[src/rtl/core/hpaw_pkg.sv]
// ---------------------------------------------------------------------------
// hpaw_pkg
// shared widths, word types and register codes of the heading controller
// ---------------------------------------------------------------------------
package hpaw_pkg;

    localparam int ANGLE_W    = 16;
    localparam int GAIN_W     = 16;
    localparam int SUM_W      = 24;
    localparam int DRIVE_W    = 16;
    localparam int CFG_IDX_W  = 3;
    localparam int CFG_DATA_W = 24;
    localparam int PROD_P_W   = GAIN_W + ANGLE_W;
    localparam int PROD_I_W   = GAIN_W + SUM_W;
    localparam int PROD_D_W   = GAIN_W + ANGLE_W;
    localparam int ACC_W      = PROD_I_W + 2;

    typedef enum logic [CFG_IDX_W-1:0] {
        CFG_GAIN_P         = 3'd0,
        CFG_GAIN_I         = 3'd1,
        CFG_GAIN_D         = 3'd2,
        CFG_INTEGRAL_UPPER = 3'd3,
        CFG_INTEGRAL_LOWER = 3'd4,
        CFG_DRIVE_UPPER    = 3'd5,
        CFG_DRIVE_LOWER    = 3'd6
    } t_cfg_idx;

    typedef struct packed {
        logic signed [GAIN_W-1:0]  gain_p;
        logic signed [GAIN_W-1:0]  gain_i;
        logic signed [GAIN_W-1:0]  gain_d;
        logic signed [SUM_W-1:0]   integral_upper;
        logic signed [SUM_W-1:0]   integral_lower;
        logic signed [DRIVE_W-1:0] drive_upper;
        logic signed [DRIVE_W-1:0] drive_lower;
    } t_cfg;

    localparam t_cfg CFG_RESET = '{
        gain_p:         16'sd256,
        gain_i:         16'sd0,
        gain_d:         16'sd0,
        integral_upper: 24'sd1000000,
        integral_lower: -24'sd1000000,
        drive_upper:    16'sd10000,
        drive_lower:    -16'sd10000
    };

    typedef struct packed {
        logic signed [ANGLE_W-1:0] target_heading;
        logic signed [ANGLE_W-1:0] measured_heading;
    } t_in_word;

    typedef struct packed {
        logic signed [DRIVE_W-1:0] drive_value;
        logic                      drive_saturated;
    } t_out_word;

    typedef struct packed {
        logic signed [ANGLE_W-1:0] err;
        logic signed [ANGLE_W-1:0] derr;
        logic signed [SUM_W-1:0]   sum;
    } t_err_word;

    typedef struct packed {
        logic signed [PROD_P_W-1:0] prod_p;
        logic signed [PROD_I_W-1:0] prod_i;
        logic signed [PROD_D_W-1:0] prod_d;
    } t_prod_word;

endpackage

[src/rtl/core/hpaw_cfg_regs.sv]
// ---------------------------------------------------------------------------
// hpaw_cfg_regs
// gain and clamp registers, written through a plain write port
// ---------------------------------------------------------------------------
module hpaw_cfg_regs (
    input  logic                              i_clk,
    input  logic                              i_rst_n,
    input  logic                              i_cfg_wr_en,
    input  logic [hpaw_pkg::CFG_IDX_W-1:0]    i_cfg_idx,
    input  logic [hpaw_pkg::CFG_DATA_W-1:0]   i_cfg_data,
    output hpaw_pkg::t_cfg                    o_cfg
);

    localparam int GW = hpaw_pkg::GAIN_W;
    localparam int SW = hpaw_pkg::SUM_W;
    localparam int DW = hpaw_pkg::DRIVE_W;

    hpaw_pkg::t_cfg r_cfg;
    hpaw_pkg::t_cfg n_cfg;

    always_comb begin
        n_cfg = r_cfg;
        if (i_cfg_wr_en) begin
            case (hpaw_pkg::t_cfg_idx'(i_cfg_idx))
                hpaw_pkg::CFG_GAIN_P:         n_cfg.gain_p         = i_cfg_data[GW-1:0];
                hpaw_pkg::CFG_GAIN_I:         n_cfg.gain_i         = i_cfg_data[GW-1:0];
                hpaw_pkg::CFG_GAIN_D:         n_cfg.gain_d         = i_cfg_data[GW-1:0];
                hpaw_pkg::CFG_INTEGRAL_UPPER: n_cfg.integral_upper = i_cfg_data[SW-1:0];
                hpaw_pkg::CFG_INTEGRAL_LOWER: n_cfg.integral_lower = i_cfg_data[SW-1:0];
                hpaw_pkg::CFG_DRIVE_UPPER:    n_cfg.drive_upper    = i_cfg_data[DW-1:0];
                hpaw_pkg::CFG_DRIVE_LOWER:    n_cfg.drive_lower    = i_cfg_data[DW-1:0];
                default:                      n_cfg                = r_cfg;
            endcase
        end
    end

    always_ff @(posedge i_clk) begin
        if (!i_rst_n) begin
            r_cfg <= hpaw_pkg::CFG_RESET;
        end else begin
            r_cfg <= n_cfg;
        end
    end

    assign o_cfg = r_cfg;

endmodule

[src/rtl/core/hpaw_err_stage.sv]
// ---------------------------------------------------------------------------
// hpaw_err_stage
// wrapped error, wrapped error change and clamped integral; owns the state
// ---------------------------------------------------------------------------
module hpaw_err_stage (
    input  logic                  i_clk,
    input  logic                  i_rst_n,
    input  logic                  i_vld,
    input  hpaw_pkg::t_in_word    i_word,
    input  hpaw_pkg::t_cfg        i_cfg,
    input  logic                  i_nxt_rdy,
    output logic                  o_rdy,
    output logic                  o_vld,
    output hpaw_pkg::t_err_word   o_word
);

    localparam int AW = hpaw_pkg::ANGLE_W;
    localparam int SW = hpaw_pkg::SUM_W;
    localparam int WW = AW + 2;
    localparam int XW = SW + 1;

    localparam logic signed [WW-1:0] HALF_TURN     = 18'sd18000;
    localparam logic signed [WW-1:0] NEG_HALF_TURN = -18'sd18000;
    localparam logic signed [WW-1:0] FULL_TURN     = 18'sd36000;
    localparam logic signed [WW-1:0] TWO_TURN      = 18'sd72000;
    localparam logic signed [WW-1:0] EDGE_1P5      = 18'sd54000;
    localparam logic signed [WW-1:0] NEG_EDGE_1P5  = -18'sd54000;

    // at most two turns away for any pair of 16-bit headings
    function automatic logic signed [AW-1:0] f_wrap(input logic signed [WW-1:0] a);
        logic signed [WW-1:0] w;
        if (a > EDGE_1P5) begin
            w = a - TWO_TURN;
        end else if (a > HALF_TURN) begin
            w = a - FULL_TURN;
        end else if (a < NEG_EDGE_1P5) begin
            w = a + TWO_TURN;
        end else if (a < NEG_HALF_TURN) begin
            w = a + FULL_TURN;
        end else begin
            w = a;
        end
        return w[AW-1:0];
    endfunction

    logic                      r_vld;
    hpaw_pkg::t_err_word       r_word;
    logic signed [AW-1:0]      r_prev_err;
    logic signed [SW-1:0]      r_err_sum;

    hpaw_pkg::t_err_word       n_word;
    logic signed [WW-1:0]      n_diff;
    logic signed [WW-1:0]      n_ddiff;
    logic signed [XW-1:0]      n_sum_raw;
    logic                      take;

    assign o_rdy = !r_vld || i_nxt_rdy;
    assign take  = i_vld && o_rdy;

    always_comb begin
        n_diff     = WW'(i_word.target_heading) - WW'(i_word.measured_heading);
        n_word.err = f_wrap(n_diff);
        n_ddiff    = WW'(n_word.err) - WW'(r_prev_err);
        n_word.derr = f_wrap(n_ddiff);
        n_sum_raw  = XW'(r_err_sum) + XW'(n_word.err);
        // upper limit wins when the limits are crossed
        if (n_sum_raw > XW'(i_cfg.integral_upper)) begin
            n_word.sum = i_cfg.integral_upper;
        end else if (n_sum_raw < XW'(i_cfg.integral_lower)) begin
            n_word.sum = i_cfg.integral_lower;
        end else begin
            n_word.sum = n_sum_raw[SW-1:0];
        end
    end

    always_ff @(posedge i_clk) begin
        if (!i_rst_n) begin
            r_vld      <= 1'b0;
            r_prev_err <= '0;
            r_err_sum  <= '0;
        end else begin
            if (o_rdy) begin
                r_vld <= i_vld;
            end
            if (take) begin
                r_prev_err <= n_word.err;
                r_err_sum  <= n_word.sum;
            end
        end
    end

    always_ff @(posedge i_clk) begin
        if (take) begin
            r_word <= n_word;
        end
    end

    assign o_vld  = r_vld;
    assign o_word = r_word;

endmodule

[src/rtl/core/hpaw_mul_stage.sv]
// ---------------------------------------------------------------------------
// hpaw_mul_stage
// the three gain products, registered
// ---------------------------------------------------------------------------
module hpaw_mul_stage (
    input  logic                  i_clk,
    input  logic                  i_rst_n,
    input  logic                  i_vld,
    input  hpaw_pkg::t_err_word   i_word,
    input  hpaw_pkg::t_cfg        i_cfg,
    input  logic                  i_nxt_rdy,
    output logic                  o_rdy,
    output logic                  o_vld,
    output hpaw_pkg::t_prod_word  o_word
);

    localparam int PW = hpaw_pkg::PROD_P_W;
    localparam int IW = hpaw_pkg::PROD_I_W;
    localparam int DW = hpaw_pkg::PROD_D_W;

    logic                  r_vld;
    hpaw_pkg::t_prod_word  r_word;
    hpaw_pkg::t_prod_word  n_word;
    logic                  take;

    assign o_rdy = !r_vld || i_nxt_rdy;
    assign take  = i_vld && o_rdy;

    always_comb begin
        n_word.prod_p = PW'(i_cfg.gain_p) * PW'(i_word.err);
        n_word.prod_i = IW'(i_cfg.gain_i) * IW'(i_word.sum);
        n_word.prod_d = DW'(i_cfg.gain_d) * DW'(i_word.derr);
    end

    always_ff @(posedge i_clk) begin
        if (!i_rst_n) begin
            r_vld <= 1'b0;
        end else if (o_rdy) begin
            r_vld <= i_vld;
        end
    end

    always_ff @(posedge i_clk) begin
        if (take) begin
            r_word <= n_word;
        end
    end

    assign o_vld  = r_vld;
    assign o_word = r_word;

endmodule

[src/rtl/core/hpaw_out_stage.sv]
// ---------------------------------------------------------------------------
// hpaw_out_stage
// sum of products, fraction drop and drive clamp into the result register
// ---------------------------------------------------------------------------
module hpaw_out_stage #(
    parameter int GAIN_FRAC_BITS = 8
) (
    input  logic                  i_clk,
    input  logic                  i_rst_n,
    input  logic                  i_vld,
    input  hpaw_pkg::t_prod_word  i_word,
    input  hpaw_pkg::t_cfg        i_cfg,
    input  logic                  i_nxt_rdy,
    output logic                  o_rdy,
    output logic                  o_vld,
    output hpaw_pkg::t_out_word   o_word
);

    localparam int CW = hpaw_pkg::ACC_W;
    localparam int DW = hpaw_pkg::DRIVE_W;

    logic                  r_vld;
    hpaw_pkg::t_out_word   r_word;
    hpaw_pkg::t_out_word   n_word;
    logic signed [CW-1:0]  n_acc;
    logic signed [CW-1:0]  n_shift;
    logic                  take;

    assign o_rdy = !r_vld || i_nxt_rdy;
    assign take  = i_vld && o_rdy;

    always_comb begin
        n_acc   = CW'(i_word.prod_p) + CW'(i_word.prod_i) + CW'(i_word.prod_d);
        // arithmetic shift rounds toward minus infinity
        n_shift = n_acc >>> GAIN_FRAC_BITS;
        if (n_shift > CW'(i_cfg.drive_upper)) begin
            n_word.drive_value     = i_cfg.drive_upper;
            n_word.drive_saturated = 1'b1;
        end else if (n_shift < CW'(i_cfg.drive_lower)) begin
            n_word.drive_value     = i_cfg.drive_lower;
            n_word.drive_saturated = 1'b1;
        end else begin
            n_word.drive_value     = n_shift[DW-1:0];
            n_word.drive_saturated = 1'b0;
        end
    end

    always_ff @(posedge i_clk) begin
        if (!i_rst_n) begin
            r_vld <= 1'b0;
        end else if (o_rdy) begin
            r_vld <= i_vld;
        end
    end

    always_ff @(posedge i_clk) begin
        if (take) begin
            r_word <= n_word;
        end
    end

    assign o_vld  = r_vld;
    assign o_word = r_word;

endmodule

[src/rtl/core/heading_pid_angle_wrap.sv]
// ---------------------------------------------------------------------------
// heading_pid_angle_wrap
// PID heading correction with wrapped error; one control tick per word
// ---------------------------------------------------------------------------
// A word is taken every cycle while the pipeline moves. It passes four
// registers: input, error (wrap, error change, clamped integral and the
// stored controller state), products, and result, which drives o_word. The
// integral and last-error feedback closes inside the error stage, which
// is what lets ticks follow back to back. A stall at the output fills the
// empty stages before o_ready falls, so up to four words can be in flight.
// Write the gain and clamp registers only while no word is in flight.
module heading_pid_angle_wrap #(
    parameter int GAIN_FRAC_BITS = 8
) (
    input  logic                              i_clk,
    input  logic                              i_rst_n,
    input  logic                              i_valid,
    output logic                              o_ready,
    input  hpaw_pkg::t_in_word                i_word,
    output logic                              o_valid,
    input  logic                              i_ready,
    output hpaw_pkg::t_out_word               o_word,
    input  logic                              i_cfg_wr_en,
    input  logic [hpaw_pkg::CFG_IDX_W-1:0]    i_cfg_idx,
    input  logic [hpaw_pkg::CFG_DATA_W-1:0]   i_cfg_data
);

    hpaw_pkg::t_cfg        cfg;

    logic                  r_in_vld;
    hpaw_pkg::t_in_word    r_in_word;

    logic                  err_rdy;
    logic                  err_vld;
    hpaw_pkg::t_err_word   err_word;
    logic                  mul_rdy;
    logic                  mul_vld;
    hpaw_pkg::t_prod_word  mul_word;
    logic                  out_rdy;

    hpaw_cfg_regs u_cfg (
        .i_clk       (i_clk),
        .i_rst_n     (i_rst_n),
        .i_cfg_wr_en (i_cfg_wr_en),
        .i_cfg_idx   (i_cfg_idx),
        .i_cfg_data  (i_cfg_data),
        .o_cfg       (cfg)
    );

    assign o_ready = !r_in_vld || err_rdy;

    always_ff @(posedge i_clk) begin
        if (!i_rst_n) begin
            r_in_vld <= 1'b0;
        end else if (o_ready) begin
            r_in_vld <= i_valid;
        end
    end

    always_ff @(posedge i_clk) begin
        if (i_valid && o_ready) begin
            r_in_word <= i_word;
        end
    end

    hpaw_err_stage u_err (
        .i_clk     (i_clk),
        .i_rst_n   (i_rst_n),
        .i_vld     (r_in_vld),
        .i_word    (r_in_word),
        .i_cfg     (cfg),
        .i_nxt_rdy (mul_rdy),
        .o_rdy     (err_rdy),
        .o_vld     (err_vld),
        .o_word    (err_word)
    );

    hpaw_mul_stage u_mul (
        .i_clk     (i_clk),
        .i_rst_n   (i_rst_n),
        .i_vld     (err_vld),
        .i_word    (err_word),
        .i_cfg     (cfg),
        .i_nxt_rdy (out_rdy),
        .o_rdy     (mul_rdy),
        .o_vld     (mul_vld),
        .o_word    (mul_word)
    );

    hpaw_out_stage #(
        .GAIN_FRAC_BITS (GAIN_FRAC_BITS)
    ) u_out (
        .i_clk     (i_clk),
        .i_rst_n   (i_rst_n),
        .i_vld     (mul_vld),
        .i_word    (mul_word),
        .i_cfg     (cfg),
        .i_nxt_rdy (i_ready),
        .o_rdy     (out_rdy),
        .o_vld     (o_valid),
        .o_word    (o_word)
    );

endmodule

[config.mk]
export PLATFORM = sky130hd
export DESIGN_NAME = heading_pid_angle_wrap
export DESIGN_NICKNAME = d
export VERILOG_FILES = /design/src/rtl/core/hpaw_pkg.sv /design/src/rtl/core/hpaw_cfg_regs.sv /design/src/rtl/core/hpaw_err_stage.sv /design/src/rtl/core/hpaw_mul_stage.sv /design/src/rtl/core/hpaw_out_stage.sv /design/src/rtl/core/heading_pid_angle_wrap.sv
export SDC_FILE = /design/constraint.sdc
export NUM_CORES = 2
export LEC_CHECK = 0
export BUFFER_PORTS_ARGS = -buffer_cell sky130_fd_sc_hd__buf_4
export CORE_UTILIZATION = 40
export DETAILED_ROUTE_END_ITERATION = 16
export SYNTH_ARGS = -nofsm -noshare
export SYNTH_HDL_FRONTEND = slang
export SYNTH_SLANG_ARGS = --single-unit
[constraint.sdc]
create_clock -name i_clk -period 14.05 [get_ports i_clk]
set_input_delay 2.81 -clock i_clk [delete_from_list [all_inputs] [get_ports i_clk]]
set_output_delay 2.81 -clock i_clk [all_outputs]
set_load 0.05 [all_outputs]
==> out/summary.md <==
Clock-pin slew was measured on the worst setup and hold paths at 0.06 ns. After Yosys synthesis, full adders, half adders and majority gates account for 44.0% of the synthesized area. The synthesized netlist occupies a cell area of 0.0568 mm².

For this block, the via count after detailed routing is 42200. TritonCTS built the clock tree. Total of buffers placed on input and output ports: 82. Number of global-route vias before repair: 43900.

In this run the tightest slew margin relative to its limit is 15.8%. The Yosys step of the flow raised 0 warnings. The detail-routed net length per standard cell was 19.5 µm. The biggest cell delay along the critical path was 0.87 ns; the largest net degree at the start of global routing was 97. Registers take 0.00972 mm². The logs give 43.5% for the core utilization of the finished layout and 7619 for the net count after synthesis. The logs give 6121 for the instance count of the mapped netlist and 123000 µm for the HPWL after detailed placement. Once the clock tree was built, the setup fixing pass inserted 0 buffers.

The number of max-capacitance violations reported was 0; the effective utilization at floorplan was 40.5%. The fraction of layout instances using a drive strength above 1 was 4.92%. Width of the die: 379 µm. For the final-report max-slew violation count, the log shows 0. The number of vias per cell after detailed routing is 5.27. Minimum clock period: 10.04 ns. The endpoint identified for the worst register-to-register timing path is u_err.r_err_sum[20]$_SDFFE_PN0P_. The fraction of registers with async set or reset after synthesis is 0%.

The tree is rooted in a sky130_fd_sc_hd__clkbuf_16. Global routing used 22.3% of the available tracks across all layers. The logs give 5 for the initial antenna violation count and 3.17% for the met3 routing resource usage after global routing. The critical path in this run is classified as reg -> reg. Setup total negative slack on the finished layout was measured at 0 ns. Measured in cells, the most critical reg-to-reg path has a length of 33. For this run, the register share of the synthesized area comes to 17.1%.

At the worst endpoint, the arrival time is 10.55 ns. The critical path starts at r_in_word[1]$_DFFE_PP_. The DRC violation total after the first TritonRoute iteration was 2946. The area growth from synthesis to layout is 7.47%. The die covers 0.143 mm². 83 I/O pins were placed.

The first global-routing pass estimated 248000 µm of wire. The xor and xnor fraction of the mapped netlist area was 2.82%; the final routed wirelength across all metal layers was 156000 µm. The cell repeated most along the worst path is sky130_fd_sc_hd__a21o_1. The met1 track utilization from global routing came out at 30.5%. Cell area power density: 170 mW/mm². The antenna cell count is 0. The worst setup path is launched from a flop. The maximum achievable frequency was 99.6 MHz; the number of flip-flops and latches in the synthesized netlist was 381. Setup repair after global routing left no endpoint under its margin.

The DRC violations left is 0, and the number of buffers on the longest clock path is 3. Peak ir drop on the vdd network: 0.264 mV. The combinational family with the most area after synthesis is adder cells. Hold timing on the final database bottoms out at a slack of 0.455 ns. The post-cts hold buffer count is 0, and the number of synthesized flops with an enable pin is 209. For met2 alone, demand over resource in global routing was 37.0%.

For the number of nets in the layout, the log shows 7604. The run gives 0 as the final global-route overflow total. The biggest fanout along the worst timing path is 19. After layout, the worst setup slack is 4.01 ns. Setup violations remaining at the end of the flow were counted as 0. The area of combinational cells with multiple inputs was 0.0420 mm²; the vertical extent of the die was 379 µm.

The logs give 0.0330 ns for the maximum clock skew at final layout and 0.0265 µW for the static power due to leakage. The clock latency on the worst-skew pair is 0.62 ns. The tools report the total clock buffers created by CTS as 45.

The count of nets left with antenna violations once routing finished came out at 0. The H-tree was split into 2 levels. A synthesized cell averages 9.27 µm². In the synthesized netlist the dominant register cell turns out to be sky130_fd_sc_hd__edfxtp_1.

Data on the critical path is required at its endpoint by 14.56 ns. The proportion of synthesized area in mux cells was 0.760%; the transition at the pin with the smallest max-transition slack was 1.26 ns. The startpoint identified for the worst register-to-register timing path is r_in_word[1]$_DFFE_PP_. The most critical setup path has its endpoint at u_err.r_err_sum[20]$_SDFFE_PN0P_. Of the available clock period, the critical path in the final layout requires 71.5%. Before antenna repair, the detailed router went through 6 iterations.

Setup slack on the worst reg-to-reg path comes out at 4.01 ns. The type of destination of the critical path is a flop. The number of hold violations in the final report came out at 0. The floorplan step defined a core boundary enclosing 0.140 mm². The clock drives 381 sinks. The synthesized netlist devotes 15.5% of its cell area to simple gates. Summing the areas of all compound-gate instances in the mapped netlist gives 10.9% of the synthesized area.

The critical-path cell with the highest stage delay was sky130_fd_sc_hd__xor2_1. Timing analysis after detailed placement gives a worst setup slack of 4.12 ns. The last weighted congestion value of the routability-driven placer was 0.871; the total power after layout was 10400 µW. After floorplanning, the core was divided into 137 placement rows. met2 is the most crowded layer. The layout has 13700 filler cells. The tightest min-delay check is of the reg -> reg type.

For the post-cts sizing count, the log shows 0. Synthesis instantiated 103 different standard cells from the library. The run finished with clean final reports.
## state kept, by name, indices dropped and copies added, names as in the netlist
signal            cells
u_out.o_word         17
u_err.r_prev_err     16
u_out.o_vld           1
r_in_word            32
u_err.o_vld           1
r_in_vld              1
u_err.r_err_sum      24
u_err.o_word         56
u_cfg.o_cfg         128
u_mul.o_vld           1
u_mul.o_word        104
## how the worst min path moves through the flow
stage / start / end / cells past startpoint
2_1_floorplan: u_cfg.o_cfg[19]$_SDFFE_PN0P_ / u_cfg.o_cfg[19]$_SDFFE_PN0P_ / 2
3_3_place_gp: u_cfg.o_cfg[101]$_SDFFE_PN0P_ / u_cfg.o_cfg[101]$_SDFFE_PN0P_ / 2
3_5_place_dp: u_err.r_prev_err[4]$_SDFFE_PN0P_ / u_err.r_prev_err[4]$_SDFFE_PN0P_ / 2
4_1_cts: u_cfg.o_cfg[96]$_SDFFE_PN0P_ / u_cfg.o_cfg[96]$_SDFFE_PN0P_ / 2
5_1_grt: u_err.r_prev_err[3]$_SDFFE_PN0P_ / u_err.r_prev_err[3]$_SDFFE_PN0P_ / 2
6_report: u_cfg.o_cfg[96]$_SDFFE_PN0P_ / u_cfg.o_cfg[96]$_SDFFE_PN0P_ / 2
## cell usage in the layout (no fill, tap or decap), drive strengths merged, types with 135 or more instances in the layout
| cell type | n |
|---|---|
| nor2 | 180 |
| inv | 1117 |
| and2 | 354 |
| xnor2 | 135 |
| nand2 | 882 |
| fa | 940 |
| a21oi | 271 |
| edfxtp | 209 |
| buf | 157 |
| ha | 494 |
| dfxtp | 172 |
| o21ai | 139 |
## synthesized netlist by cell type, types with 12 or more instances
library cell                instances  area share, %
sky130_fd_sc_hd__buf_2             14           0.12
sky130_fd_sc_hd__inv_1           1110            7.3
sky130_fd_sc_hd__nand2b_1          94            1.0
sky130_fd_sc_hd__xnor2_1          135            2.1
sky130_fd_sc_hd__o2111ai_1         12           0.19
sky130_fd_sc_hd__nand3_1           72           0.63
sky130_fd_sc_hd__and3_1            40           0.44
sky130_fd_sc_hd__o211ai_1          53           0.70
sky130_fd_sc_hd__o31ai_1           14           0.19
sky130_fd_sc_hd__a211oi_1          30           0.40
sky130_fd_sc_hd__nand2_1          882            5.8
sky130_fd_sc_hd__and2_1           353            3.9
sky130_fd_sc_hd__dfxtp_1          172            6.1
sky130_fd_sc_hd__o22ai_1           12           0.13
sky130_fd_sc_hd__ha_1             494             11
sky130_fd_sc_hd__fa_1             940             33
sky130_fd_sc_hd__nand4_1           34           0.37
sky130_fd_sc_hd__a211o_1           24           0.37
sky130_fd_sc_hd__mux2i_1           42           0.74
sky130_fd_sc_hd__or2_2             15           0.17
sky130_fd_sc_hd__a31oi_1           20           0.22
sky130_fd_sc_hd__nor2b_1           37           0.41
sky130_fd_sc_hd__o21bai_1          25           0.33
sky130_fd_sc_hd__clkbuf_1         193            1.3
sky130_fd_sc_hd__xor2_1            42           0.65
sky130_fd_sc_hd__nor2_1           180            1.2
sky130_fd_sc_hd__nor3_1            68           0.60
sky130_fd_sc_hd__o21ai_0          128            1.1
sky130_fd_sc_hd__o21a_1            39           0.52
sky130_fd_sc_hd__or3_1             12           0.13
sky130_fd_sc_hd__a21o_1           126            1.7
sky130_fd_sc_hd__edfxtp_1         209             11
sky130_fd_sc_hd__a21oi_1          268            2.4
## layer usage
metal / wire [µm] / share of wire [%]
met1: 69300 / 44
met2: 73300 / 47
met3: 9890 / 6.3
met4: 3640 / 2.3
met5: 0 / 0
## through the flow
step           cell area, µm²  instances
2_1_floorplan           56800       6121
3_3_place_gp            59500       7935
3_5_place_dp            59500       7935
4_1_cts                 61000       8018
5_1_grt                 61000       8018
6_report                61000       8018
## critical path, delay by kind of cell, from the launching register on
family / cells / cell delay, ns
DFF: 1 / 0.37
buffers and inverters: 2 / 0.43
adders and majority gates: 3 / 0.88
xor gates and xnor gates: 1 / 0.87
and+or+nand+nor: 9 / 2.51
AOI/OAI and AO/OA: 18 / 4.85
## power by group
| part | internal (µW) | switching [µW] |
|---|---|---|
| sequential | 1560 | 231 |
| combinational | 2740 | 4580 |
| clock | 725 | 524 |
## cell families after synthesis
group | count (synthesis)
xor+xnor | 180
buf+inv | 1333
compound gates | 908
mux | 43
fa+ha+maj | 1434
simple gates | 1842
flops | 381
## cell type report
class                   instances  share of cell area, %
clock buffers                  58                   2.04
clock inverters                25                  0.498
inverters                    1114                   6.86
multi-input cells            4407                   68.9
flip-flops and latches        381                   15.9
well taps                    1876                   3.85
repair buffers                157                   1.93
No activity file was read; power rests on OpenSTA's default activity.
